## config.mk

```make
export PLATFORM = sky130hd
export DESIGN_NAME = tmw_front
export DESIGN_NICKNAME = d
export VERILOG_FILES = /design/src/rtl/tmw_pkg.sv /design/src/rtl/tmw_front.sv
export SDC_FILE = /design/constraint.sdc
export NUM_CORES = 1
export LEC_CHECK = 0
export ABC_AREA = 1
export BUFFER_PORTS_ARGS = -buffer_cell sky130_fd_sc_hd__buf_2
export CAP_MARGIN = 25
export CELL_PAD_IN_SITES_DETAIL_PLACEMENT = 0
export CELL_PAD_IN_SITES_GLOBAL_PLACEMENT = 1
export CORE_MARGIN = 10
export CORE_UTILIZATION = 18
export DETAILED_ROUTE_END_ITERATION = 16
export PLACE_DENSITY_LB_ADDON = 0.1
export SYNTH_ARGS = -nofsm -noshare
export SYNTH_HDL_FRONTEND = slang
export SYNTH_SLANG_ARGS = --single-unit
```

## constraint.sdc

```tcl
create_clock -name vclk -period 0.8
set_input_delay 0.08 -clock vclk [all_inputs]
set_output_delay 0.08 -clock vclk [all_outputs]
set_load 0.005 [all_outputs]
```

## src/rtl/tmw_pkg.sv

```systemverilog
// Shared types and constants for the text-mode terminal writer.
// No dependencies; used by every module of the block but tmw_ram.
package tmw_pkg;

   localparam logic [1:0] ACT_WRITE = 2'd0;
   localparam logic [1:0] ACT_READ  = 2'd1;
   localparam logic [1:0] ACT_CLEAR = 2'd2;

   localparam logic [7:0] CH_NUL   = 8'h00;
   localparam logic [7:0] CH_BS    = 8'h08;
   localparam logic [7:0] CH_TAB   = 8'h09;
   localparam logic [7:0] CH_NL    = 8'h0A;
   localparam logic [7:0] CH_VT    = 8'h0B;
   localparam logic [7:0] CH_CR    = 8'h0D;
   localparam logic [7:0] CH_SPACE = 8'h20;

   localparam logic [7:0]  COLOR_RESET = 8'h07;
   localparam logic [15:0] RESET_CELL  = 16'h0720;

   localparam int QUEUE_DEPTH = 2;
   localparam int QPTR_W      = $clog2(QUEUE_DEPTH);

   typedef enum logic [2:0] {
      OP_NOP,
      OP_PUT,
      OP_NEWLINE,
      OP_CR,
      OP_TAB,
      OP_BS,
      OP_READ,
      OP_CLEAR
   } op_type;

   typedef enum logic [2:0] {
      ST_INIT,
      ST_IDLE,
      ST_READ,
      ST_SCROLL,
      ST_FILL
   } state_type;

   typedef struct packed {
      op_type     op;
      logic [7:0] code;
      logic [6:0] col;
      logic [4:0] row;
   } cmd_type;

   typedef struct packed {
      logic full;
      logic empty;
   } q_stat_type;

endpackage

```

## src/rtl/tmw_front.sv

```systemverilog
// Front end: accepts request transactions and classifies them into commands.
// Depends on tmw_pkg.
module tmw_front #(
   parameter int COLUMNS = 80,
   parameter int ROWS    = 25
) (
   input  logic                req_valid,
   output logic                req_ready,
   input  logic [1:0]          req_action,
   input  logic [7:0]          req_char_code,
   input  logic [6:0]          req_read_col,
   input  logic [4:0]          req_read_row,
   input  tmw_pkg::q_stat_type q_stat,
   input  logic                init_busy,
   output logic                push,
   output tmw_pkg::cmd_type    push_cmd
);

   always_comb begin
      push_cmd.code = req_char_code;
      push_cmd.col  = req_read_col;
      push_cmd.row  = req_read_row;
      push_cmd.op   = tmw_pkg::OP_NOP;
      case (req_action)
         tmw_pkg::ACT_WRITE: begin
            case (req_char_code)
               tmw_pkg::CH_NUL, tmw_pkg::CH_VT: push_cmd.op = tmw_pkg::OP_NOP;
               tmw_pkg::CH_NL:  push_cmd.op = tmw_pkg::OP_NEWLINE;
               tmw_pkg::CH_CR:  push_cmd.op = tmw_pkg::OP_CR;
               tmw_pkg::CH_TAB: push_cmd.op = tmw_pkg::OP_TAB;
               tmw_pkg::CH_BS:  push_cmd.op = tmw_pkg::OP_BS;
               default:         push_cmd.op = tmw_pkg::OP_PUT;
            endcase
         end
         tmw_pkg::ACT_READ: begin
            if ((int'(req_read_col) < COLUMNS) && (int'(req_read_row) < ROWS)) begin
               push_cmd.op = tmw_pkg::OP_READ;
            end
         end
         tmw_pkg::ACT_CLEAR: push_cmd.op = tmw_pkg::OP_CLEAR;
         default:            push_cmd.op = tmw_pkg::OP_NOP;
      endcase
   end

   assign req_ready = !q_stat.full && !init_busy;
   assign push      = req_valid && req_ready;

endmodule

```

==> results.tsv <==
stage	metric	value	unit
global_routing	grt_usage	5.60	%
logic_synthesis	synth.area.top_cells	buf_4 41%, nand2_1 15%, nor2_1 13%	
die	core	1940	um2
place	port_buffers	42	
drt	drtPass1Iterations	4	
power_and_ir_drop	clock_power_share	0	%
global_routing	grt_pass1_wl	2.08	mm
final_layout	fillCellCount	230	
outcome	violations	negative setup slack	
final_layout	register_area	0	um2
final_layout	fin_nets	120	
critical_path	startpoint_type	input port	
logic_synthesis	synth_nets	94	
final_layout	areaGrowthSynthToFinish	53.8	%
outcome	status	complete, but fails checks	
final_layout	n_sequential_cell	0	
power_and_ir_drop	p_sw	113	uW
logic_synthesis	yosysSeqAreaShare	0	%
drt	vias_per_cell	3.84	
sta	drv_slew	0	
drt	drt_iter0_markers	7	
drt	drt-wirelength-per-cell	11.1	um
sta	setup_ws	-0.0816	ns
place	place_inst	119	
power_and_ir_drop	ir_drop	0.000129	V
die	fp.dieH	65.1	um
final_layout	multi_input_area	213	um2
logic_synthesis	synth.most_common_cell	buf_4	
place	placed_area	474	um2
die	dieArea	4230	um2
clock_tree	post_cts_buffers	0	
critical_path	timing_worst_setup_path_type	in -> out	
sta	tightest_slew	0.181	ns
critical_path	crit_fanout	2	
critical_path	crit_path_end_kind	primary output	
final_layout	final_util	28.9	%
die	fp.dieW	65.1	um
final_layout	antenna_cells	0	
place	place_ws	-0.204	ns
final_layout	instances_no_fill	119	
final_layout	layout-drive-gt1-share	63.0	%
power_and_ir_drop	intPower	139	uW
power_and_ir_drop	p_leak	0.330	nW
power_and_ir_drop	power	252	uW
place	place_hpwl	1.22	mm
sta	rsz0062_at_grt	yes	
drt	route.final.wire_length	1.32	mm
drt	ant_nets	0	
job	max-cap-violations	0	
die	rows	16	
sta	fin_crit	0.882	ns
sta	hold_viol	0	
logic_synthesis	synth_area	365	um2
drt	route.vias.total	457	
place	gp_congestion	0.647	
power_and_ir_drop	netSwitchingFraction	44.7	%
power_and_ir_drop	p_per_area	448	nW/um2
sta	fin_crit_sh	110	%
logic_synthesis	synth_commonest_cells	20 x buf_4, 15 x nand2_1, 13 x nor2_1	
logic_synthesis	yosysUniqueCellTypes	14	
sta	slew_headroom	87.9	%
logic_synthesis	synth_top_area_share	41.1	%
sta	setup_viol	2	
final_layout	num-clock-buffers	0	
power_and_ir_drop	seq_power_share	0	%
logic_synthesis	syn_inst	68	
sta	max_freq	1130	MHz
power_and_ir_drop	combPwrFrac	100.0	%
logic_synthesis	yosysWarnings	0	
critical_path	cp.arrival	0.80	ns
final_layout	stdcell_area	562	um2
min_path	worstHoldPathType	in -> out	
global_routing	grt_overflow	0	
global_routing	grt_max_degree	7	
critical_path	cp.required	0.72	ns
logic_synthesis	synth_area_per_cell	5.37	um2
global_routing	grt_pass1_vias	482	
die	start_util	18.8	%
drt	drc	0	
die	ios	51	
logic_synthesis	yosysTopAreaCell	buf_4	
global_routing	antenna_found_initial	0	
[power by group through the flow]
stage | combinational, mW | sequential (mW) | clock, mW
3_5_place_dp | 0.212 | 0 | 0
3_3_place_gp | 0.212 | 0 | 0
4_1_cts | 0.250 | 0 | 0
5_1_grt | 0.281 | 0 | 0
2_1_floorplan | 0.141 | 0 | 0
6_report | 0.252 | 0 | 0
[cells by family (layout without fill, tap and decap cells)]
kind of cell    after synthesis  count (layout)  synth area share, %
compound gates                3               3                 5.48
buf+inv                      28              52                 49.3
simple gates                 37              37                 45.2
[cells in the final DEF (no fill, tap or decap)]
cell type	n
inv_1	3
inv_4	1
nand3b_1	1
nor2_1	10
a31oi_1	1
nand3_1	2
nand2_2	3
a21oi_2	1
buf_4	2
nand4_1	2
buf_6	6
buf_2	34
buf_8	2
nand2_1	13
nor2_4	3
nor2_2	1
nand3_2	1
inv_2	4
o21ai_0	1
nor3b_1	1
[layout make-up]
| type | instances | share of cell area, % |
|---|---|---|
| tap | 27 | 6.01 |
| multi-input combinational | 40 | 37.9 |
| inverter | 8 | 5.79 |
| timing repair buffer | 44 | 50.3 |
[metal layers]
metal,vias to the layer above,track usage [%],share of wire [%]
met3,0,3.09,15
met5,-,0,0
met2,27,11.6,55
met1,191,4.68,31
met4,0,0.267,0
li1,239,-,-
[worst paths after layout]
| path | from | to | slack [ns] | cells after the start |
|---|---|---|---|---|
| max | req_char_code[4] | push_cmd[22] | -0.08 | 6 |
| min | req_read_col[2] | push_cmd[7] | 0.16 | 0 |
[worst max-delay path: stages]
cell,delay (ns)
buf_6,0.10
nor2_4,0.12
nand4_1,0.14
nand3b_1,0.20
nand2_1,0.06
buf_2,0.10
[metrics by stage]
stage	hold WS (ns)	setup TNS [ns]
6_report	0.160	-0.154
5_1_grt	0.160	-0.363
4_1_cts	0.160	-0.167
3_5_place_dp	0.160	-0.437
3_3_place_gp	0.160	-0.384
2_1_floorplan	0.178	0
[what timing repair did]
action                                  in CTS  in global routing
endpoints found under the setup margin       3                  3
hold buffers                                 0                  0
gates cloned                                 0                  0
endpoints found under the hold margin        0                  0
gates resized for setup                     21                  5
pin swaps                                   11                  2
Note: power is estimated with default switching activity, not from simulation.
