$ cat config.mk
export PLATFORM = sky130hd
export DESIGN_NAME = tmw_queue
export DESIGN_NICKNAME = d
export VERILOG_FILES = /design/src/rtl/tmw_pkg.sv /design/src/rtl/tmw_queue.sv
export SDC_FILE = /design/constraint.sdc
export NUM_CORES = 1
export LEC_CHECK = 0
export BUFFER_PORTS_ARGS = -buffer_cell sky130_fd_sc_hd__clkbuf_2
export CORE_MARGIN = 1.5
export CORE_UTILIZATION = 50
export CTS_CLUSTER_DIAMETER = 120
export CTS_CLUSTER_SIZE = 28
export DETAILED_ROUTE_END_ITERATION = 10
export PLACE_DENSITY = 0.77
export SLEW_MARGIN = 20
export SYNTH_ARGS = -nofsm -noshare
export SYNTH_HDL_FRONTEND = slang
export SYNTH_SLANG_ARGS = --single-unit
$ cat constraint.sdc
create_clock -name clock -period 2.05 [get_ports clock]
set_input_delay 0.205 -clock clock [delete_from_list [all_inputs] [get_ports clock]]
set_output_delay 0.205 -clock clock [all_outputs]
set_load 0.02 [all_outputs]
$ cat src/rtl/tmw_pkg.sv
// Shared types and constants for the text-mode terminal writer.
// No dependencies; used by every module of the block but tmw_ram.
package tmw_pkg;

   localparam logic [1:0] ACT_WRITE = 2'd0;
   localparam logic [1:0] ACT_READ  = 2'd1;
   localparam logic [1:0] ACT_CLEAR = 2'd2;

   localparam logic [7:0] CH_NUL   = 8'h00;
   localparam logic [7:0] CH_BS    = 8'h08;
   localparam logic [7:0] CH_TAB   = 8'h09;
   localparam logic [7:0] CH_NL    = 8'h0A;
   localparam logic [7:0] CH_VT    = 8'h0B;
   localparam logic [7:0] CH_CR    = 8'h0D;
   localparam logic [7:0] CH_SPACE = 8'h20;

   localparam logic [7:0]  COLOR_RESET = 8'h07;
   localparam logic [15:0] RESET_CELL  = 16'h0720;

   localparam int QUEUE_DEPTH = 2;
   localparam int QPTR_W      = $clog2(QUEUE_DEPTH);

   typedef enum logic [2:0] {
      OP_NOP,
      OP_PUT,
      OP_NEWLINE,
      OP_CR,
      OP_TAB,
      OP_BS,
      OP_READ,
      OP_CLEAR
   } op_type;

   typedef enum logic [2:0] {
      ST_INIT,
      ST_IDLE,
      ST_READ,
      ST_SCROLL,
      ST_FILL
   } state_type;

   typedef struct packed {
      op_type     op;
      logic [7:0] code;
      logic [6:0] col;
      logic [4:0] row;
   } cmd_type;

   typedef struct packed {
      logic full;
      logic empty;
   } q_stat_type;

endpackage

$ cat src/rtl/tmw_queue.sv
// Two-entry command queue between the front end and the back end.
// Depends on tmw_pkg.
module tmw_queue (
   input  logic                clock,
   input  logic                reset,
   input  logic                push,
   input  tmw_pkg::cmd_type    push_cmd,
   input  logic                pop,
   output tmw_pkg::cmd_type    head_cmd,
   output tmw_pkg::q_stat_type q_stat
);

   tmw_pkg::cmd_type              slot_ff [tmw_pkg::QUEUE_DEPTH];
   logic [tmw_pkg::QPTR_W-1:0]    wr_ptr_ff, wr_ptr_in;
   logic [tmw_pkg::QPTR_W-1:0]    rd_ptr_ff, rd_ptr_in;
   logic [tmw_pkg::QPTR_W:0]      count_ff, count_in;

   always_comb begin
      wr_ptr_in = wr_ptr_ff;
      rd_ptr_in = rd_ptr_ff;
      count_in  = count_ff;
      if (push) begin
         wr_ptr_in = (32'(wr_ptr_ff) == tmw_pkg::QUEUE_DEPTH - 1) ? '0 : wr_ptr_ff + 1'b1;
      end
      if (pop) begin
         rd_ptr_in = (32'(rd_ptr_ff) == tmw_pkg::QUEUE_DEPTH - 1) ? '0 : rd_ptr_ff + 1'b1;
      end
      if (push && !pop) begin
         count_in = count_ff + 1'b1;
      end else if (pop && !push) begin
         count_in = count_ff - 1'b1;
      end
   end

   always_ff @(posedge clock) begin
      if (reset) begin
         wr_ptr_ff <= '0;
         rd_ptr_ff <= '0;
         count_ff  <= '0;
      end else begin
         wr_ptr_ff <= wr_ptr_in;
         rd_ptr_ff <= rd_ptr_in;
         count_ff  <= count_in;
      end
   end

   always_ff @(posedge clock) begin
      if (push) begin
         slot_ff[wr_ptr_ff] <= push_cmd;
      end
   end

   assign head_cmd     = slot_ff[rd_ptr_ff];
   assign q_stat.full  = (32'(count_ff) == tmw_pkg::QUEUE_DEPTH);
   assign q_stat.empty = (count_ff == '0);

endmodule

==> run metrics, run 1 <==
syn_area_per_cell=roughly 20 µm²; RSZ-0062 raised after global routing=false; Fin. Hold Viols=0; initial drt markers=33; area grow syn2layout=25.3%; Die Area=4100 µm²; antenna violations before repair=0; Max FO, Critical Path=19; max-cap violations=0; Critical-path top delay cell=dfxtp_1; clk_skew=around 5.9 ps; largest net degree at the start of global routing=20; Skew-Pair Late Insertion Delay=290 ps; most common cell in the netlist=edfxtp_1; diode count=0; Critical R2R Capture=slot_ff[1][19]; core area=roughly 3400 µm²; synth warn=0; crit path DAT=1550 ps; Synth Flop Type=edfxtp_1; Startpoint Class=flip-flop; WL/cell=13.6 µm; register area share after synthesis=0.795; Tcrit/Tclk final=0.856; min Tclk post-route=1760 ps; post_cts resized=0; Root Buffer=clkbuf_8; IO buf count=51; post-route ant nets=0; Synth top cells by count=46 x edfxtp_1, 23 x mux2_2, 5 x dfxtp_1, 5 x nor2_1; PD cells=a little under 1000 nW/µm²; Post-DP HPWL=roughly 2000 µm; reg-to-reg setup timing slack=1000 ps; CTS Buf Count=5; critical path type=flip-flop to output pin; worst min path class=input pin to flip-flop; Longest Clk Path Bufs=2; H-tree depth=2; top post-synthesis cells by area=edfxtp_1 74%, mux2_2 14%, dfxtp_1 5.4%; slowest stage delay, CP=~430 ps; DRT Pass-1 Iters=4; synthesized area=roughly 1900 µm²; fill cell count=254; final wirelength=2730 µm; Slew @ Worst Pin=~250 ps; Unique masters post-synth=15; Peak VDD IR=0.649 mV; Synth top area share=0.741; EDFF count, synth=46; first-pass GRT wire length=4310 µm; Crit path depth=3; FP Rows=21; Clock Sink Count=51; Final GP Congestion=0.596; relative slew slack=0.836; delay-heaviest family, CP=buffers and inverters; Buf+Inv Stages, Crit Path=2; largest area contributor in the netlist=edfxtp_1; vias in the first global route=between 900 and 1k; Max Slew Vio Count=0; postcts setup bufs=0; I/O Pins=52; Hold-fix buffers, CTS=0; Peak Freq=570 MHz; async set or reset register ratio after synthesis=0; Worst R2R Start=wr_ptr_ff; required time worst endpoint=around 1900 ps; vias=slightly below 1k; cells after synthesis=93; share of the core filled with cells=0.678; Vias/cell=4.93; Reg clk slew, reported paths=80 ps; outcome=finished clean; grt ovf=0; Pleak=0.916 nW; nature of the critical path endpoint=output pin; worst reg2reg path depth=2; Nets=182; gr usage total=0.143; multi-input logic area=~370 µm²; Die Wd=64.0 µm; Hold Crit Depth=1; layout cells sized above 1=0.568; chip height=64.0 µm; crit path to=head_cmd[10]; DRC Markers=0; Setup TNS=0 ps; Setup-failing EPs final=0; crit-path cells=buf_4, mux2_2, clkbuf_2; CTS tree=yes; register area=roughly 1500 µm²; Mapped Nets=121; synthesized flop and latch total=51; Starting Density=0.541
-- cells by family after synthesis --
group,share of synthesized area
buffers and inverters,0.0101
flip-flops,0.795
XOR/XNOR,0.0188
adder cells (fa/ha/maj),0.00671
AND/OR/NAND/NOR,0.0249
multiplexers,0.139
AO/OA/AOI/OAI,0.00537
-- routing by layer --
| metal | GRT usage | vias to the layer above | share of wire |
|---|---|---|---|
| li1 | - | 472 | - |
| met1 | 0.180 | 477 | 0.42 |
| met2 | 0.230 | 39 | 0.51 |
| met3 | 0.0475 | 2 | 0.065 |
| met4 | 0.0516 | 0 | 0.0081 |
| met5 | 0 | - | 0 |
-- flip-flops by register name, indices dropped and copies added (netlist names), named ones only --
| signal | cells |
|---|---|
| count_ff | 2 |
| rd_ptr_ff | 1 |
| slot_ff | 46 |
| wr_ptr_ff | 1 |
-- final cells by class --
class                           instances  area share
Sequential cell                        51       0.635
Multi-Input combinational cell         39       0.157
Timing Repair Buffer                   56       0.125
Clock buffer                            6      0.0311
Clock inverter                          2      0.0257
Tap cell                               46      0.0247
Inverter                                1     0.00161
-- worst min-delay path by stage --
stage / start / endpoint / slack [ps]
4_1_cts: push_cmd[22] / slot_ff[0][22] / 100
3_5_place_dp: push_cmd[22] / slot_ff[0][22] / 400
3_3_place_gp: push_cmd[14] / slot_ff[0][14] / 390
2_1_floorplan: reset / count_ff[1] / 270
6_report: push_cmd[22] / slot_ff[0][22] / 100
5_1_grt: push_cmd[13] / slot_ff[1][13] / 90
-- cells in the final DEF (no fill, tap or decap), drive strengths merged --
cell,netlist,layout
edfxtp,46,46
inv,1,1
mux2,23,23
nor2b,1,1
and2b,1,1
clkbuf,0,57
dfxtp,5,5
nor2,5,5
o21ai,1,1
xor2,2,2
buf,2,5
and2,1,1
ha,1,1
or3,1,1
bufinv,0,2
a21oi,1,1
xnor2,2,2
-- worst reg2reg max path: stages (launching register included) --
cell and delay (ps):
dfxtp_1 380, and2_1 160, buf_4 210
-- through the flow --
stage | power, mW | cell area [µm²] | hold slack, ps | worst slack (ps) | std cells
2_1_floorplan | 1.45 | 1860 | 274 | 272 | 93
6_report | 2.31 | 2330 | 104 | 294 | 201
5_1_grt | 2.39 | 2330 | 87.2 | 201 | 201
4_1_cts | 2.32 | 2330 | 98.5 | 264 | 201
3_3_place_gp | 1.55 | 2200 | 393 | 620 | 193
3_5_place_dp | 1.56 | 2200 | 397 | 581 | 193
-- power by group --
| group | switching [mW] | leakage [nW] | total (mW) | internal (mW) |
|---|---|---|---|---|
| clock network | 0.286 | 0.0654 | 0.773 | 0.487 |
| logic | 0.174 | 0.377 | 0.305 | 0.131 |
| registers | 0.0230 | 0.473 | 1.23 | 1.21 |
| total | 0.483 | 0.916 | 2.31 | 1.82 |
Power figures use the tool's default switching activity.
==> run 2: changes to the inputs <==
--- a/config.mk
+++ b/config.mk
@@ -7,4 +7,5 @@
 export LEC_CHECK = 0
 export BUFFER_PORTS_ARGS = -buffer_cell sky130_fd_sc_hd__clkbuf_2
+export CORE_ASPECT_RATIO = 0.6
 export CORE_MARGIN = 1.5
 export CORE_UTILIZATION = 50
@@ -12,5 +13,5 @@
 export CTS_CLUSTER_SIZE = 28
 export DETAILED_ROUTE_END_ITERATION = 10
-export PLACE_DENSITY = 0.77
+export PLACE_DENSITY = 0.76
 export SLEW_MARGIN = 20
 export SYNTH_ARGS = -nofsm -noshare
==> constraint.sdc (replaced) <==
create_clock -name clock -period 2.05 [get_ports clock]
set_input_delay 0.205 -clock clock [delete_from_list [all_inputs] [get_ports clock]]
set_output_delay 0.205 -clock clock [all_outputs]
set_load 0.05 [all_outputs]
==> run metrics, run 2 (synthesis results as in run 1) <==
sw power=0.617 mW (+28%); most common cell after layout, fill and taps aside=clkbuf_2; top layer reached by signal wires=met4; CTS Buf Count=5 (unchanged); Pleak=0.887 nW (-3.2%); antenna violations before repair=0 (unchanged); clk_skew=5.57 ps (-0.359 ps); Vias/cell=4.95 (+0.59%); fill cell count=255 (+0.39%); Root Buffer=clkbuf_8; Post-DP HPWL=2090 µm (+5.8%); switching share of total power=0.283 (+0.0735); postcts setup bufs=0 (unchanged); worst min path class=input pin to flip-flop; placed insts=191 (-1.0%); diode count=0 (unchanged); grt ovf=0 (unchanged); WL met3=180 µm (+1.7%); nature of the critical path endpoint=output pin; post_cts resized=0 (unchanged); chip height=50.3 µm (-21%); Max Slew Vio Count=0 (unchanged); register area=1480 µm² (unchanged); largest reg by FF count=slot_ff; Final GP Congestion=0.592 (-0.69%); gr usage total=0.159 (+0.0162); Max FO, Critical Path=11 (-8); Setup-failing EPs final=0 (unchanged); Fin. Hold Viols=0 (unchanged); I/O Pins=52 (unchanged); min Tclk post-route=1650 ps (-106 ps); number of flip-flops in the largest register=46 (unchanged); multi-input logic area=365 µm² (unchanged); Tcrit/Tclk final=0.805 (-0.0517); Hold Crit Depth=1 (unchanged); H-tree depth=2 (unchanged); clock share of power=0.235 (-0.100); max-cap violations=0 (unchanged); Die Wd=81.8 µm (+28%); post-route ant nets=0 (unchanged); Clock Sink Count=51 (unchanged); RSZ-0062 raised after global routing=false; Reg clk slew, reported paths=80 ps (about the same); FP Rows=16 (-24%); Logic pwr share=0.202 (+0.070); vias=981 (-0.91%); vias in the first global route=973 (+0.31%); outcome=finished clean; WL/cell=14.7 µm (+8.8%); Starting Density=0.547 (+0.00617); Flop pwr share=0.563 (+0.030); crit path DAT=1440 ps (-110 ps); DRT Pass-1 Iters=4 (unchanged); Slew @ Worst Pin=315 ps (+68.9 ps); commonest non-fill, non-tap cells in the layout=51 x clkbuf_2, 46 x edfxtp_1, 23 x mux2_2; core area=3400 µm² (-1.1%); met1 WL=1220 µm (+6.1%); Die Area=4110 µm² (+0.29%); Hold-fix buffers, CTS=0 (unchanged); IO buf count=51 (unchanged); Peak Freq=606 MHz (+6.4%); layout cells sized above 1=0.562 (-0.00565); largest registers=slot_ff (46), count_ff (2); DRC Markers=0 (unchanged); Skew-Pair Late Insertion Delay=290 ps (about the same); P_int=1.56 mW (-14%); area grow syn2layout=21.8%; initial drt markers=22 (-33%); relative slew slack=0.790 (-0.0460); worst reg2reg path depth=2 (unchanged); PD cells=961 nW/µm² (-2.9%); Startpoint Class=flip-flop; final std cells w/o fill=198 (-1.5%); Setup TNS=0 ps (unchanged); Longest Clk Path Bufs=2 (unchanged); Peak VDD IR=0.540 mV (-17%); Detail Route met2 WL=1500 µm (+9.1%); final wirelength=2920 µm (+7.2%); first-pass GRT wire length=4590 µm (+6.6%); critical path type=flip-flop to output pin; CTS tree=yes; Nets=181 (-0.55%); largest net degree at the start of global routing=24 (+20%); required time worst endpoint=1850 ps (about the same)
==> run 2: critical path, stage by stage (launching register included) <==
cell and delay (ps):
dfxtp_1 340, buf_4 210, mux2_2 370, clkbuf_2 240
==> run 2: power by group through the flow <==
stage / Sequential [mW] / Combinational, mW / Clock, mW
6_report: 1.23 / 0.440 / 0.512
2_1_floorplan: 1.25 / 0.332 / 0
4_1_cts: 1.23 / 0.445 / 0.527
5_1_grt: 1.24 / 0.467 / 0.565
3_5_place_dp: 1.25 / 0.444 / 0
3_3_place_gp: 1.25 / 0.436 / 0
==> run 2: layout make-up <==
| type | count | area share |
|---|---|---|
| Timing Repair Buffer | 55 | 0.126 |
| Sequential cell | 51 | 0.653 |
| Clock buffer | 5 | 0.0303 |
| Inverter | 1 | 0.00165 |
| Clock inverter | 2 | 0.00386 |
| Multi-Input combinational cell | 39 | 0.161 |
| Tap cell | 45 | 0.0248 |
==> run 2: layer usage <==
metal / GRT usage / vias up
li1: - / 469
met1: 0.192 / 481
met2: 0.272 / 29
met3: 0.0600 / 2
met4: 0.0339 / 0
met5: 0 / -
==> run 2: worst paths after layout <==
| kind | start | to | slack, ps |
|---|---|---|---|
| setup / recovery | flip-flop | head_cmd[15] | 400 |
| hold / removal | push_cmd[6] | slot_ff[1][6] | 100 |
| setup reg to reg | wr_ptr_ff | slot_ff[1][21] | 900 |
| hold reg to reg | count_ff[1] | count_ff[1] | 520 |
==> run 2: stage by stage <==
stage | util | setup slack (ps) | cell area, µm² | power, mW | hold WS [ps]
finish | 0.667 | 400 | 2270 | 2.18 | 99.4
global route | 0.667 | 322 | 2270 | 2.27 | 85.2
CTS | 0.667 | 377 | 2270 | 2.20 | 92.9
detailed placement | 0.644 | 715 | 2190 | 1.70 | 398
global placement | 0.644 | 736 | 2190 | 1.68 | 394
floorplan | - | 272 | 1860 | 1.58 | 274
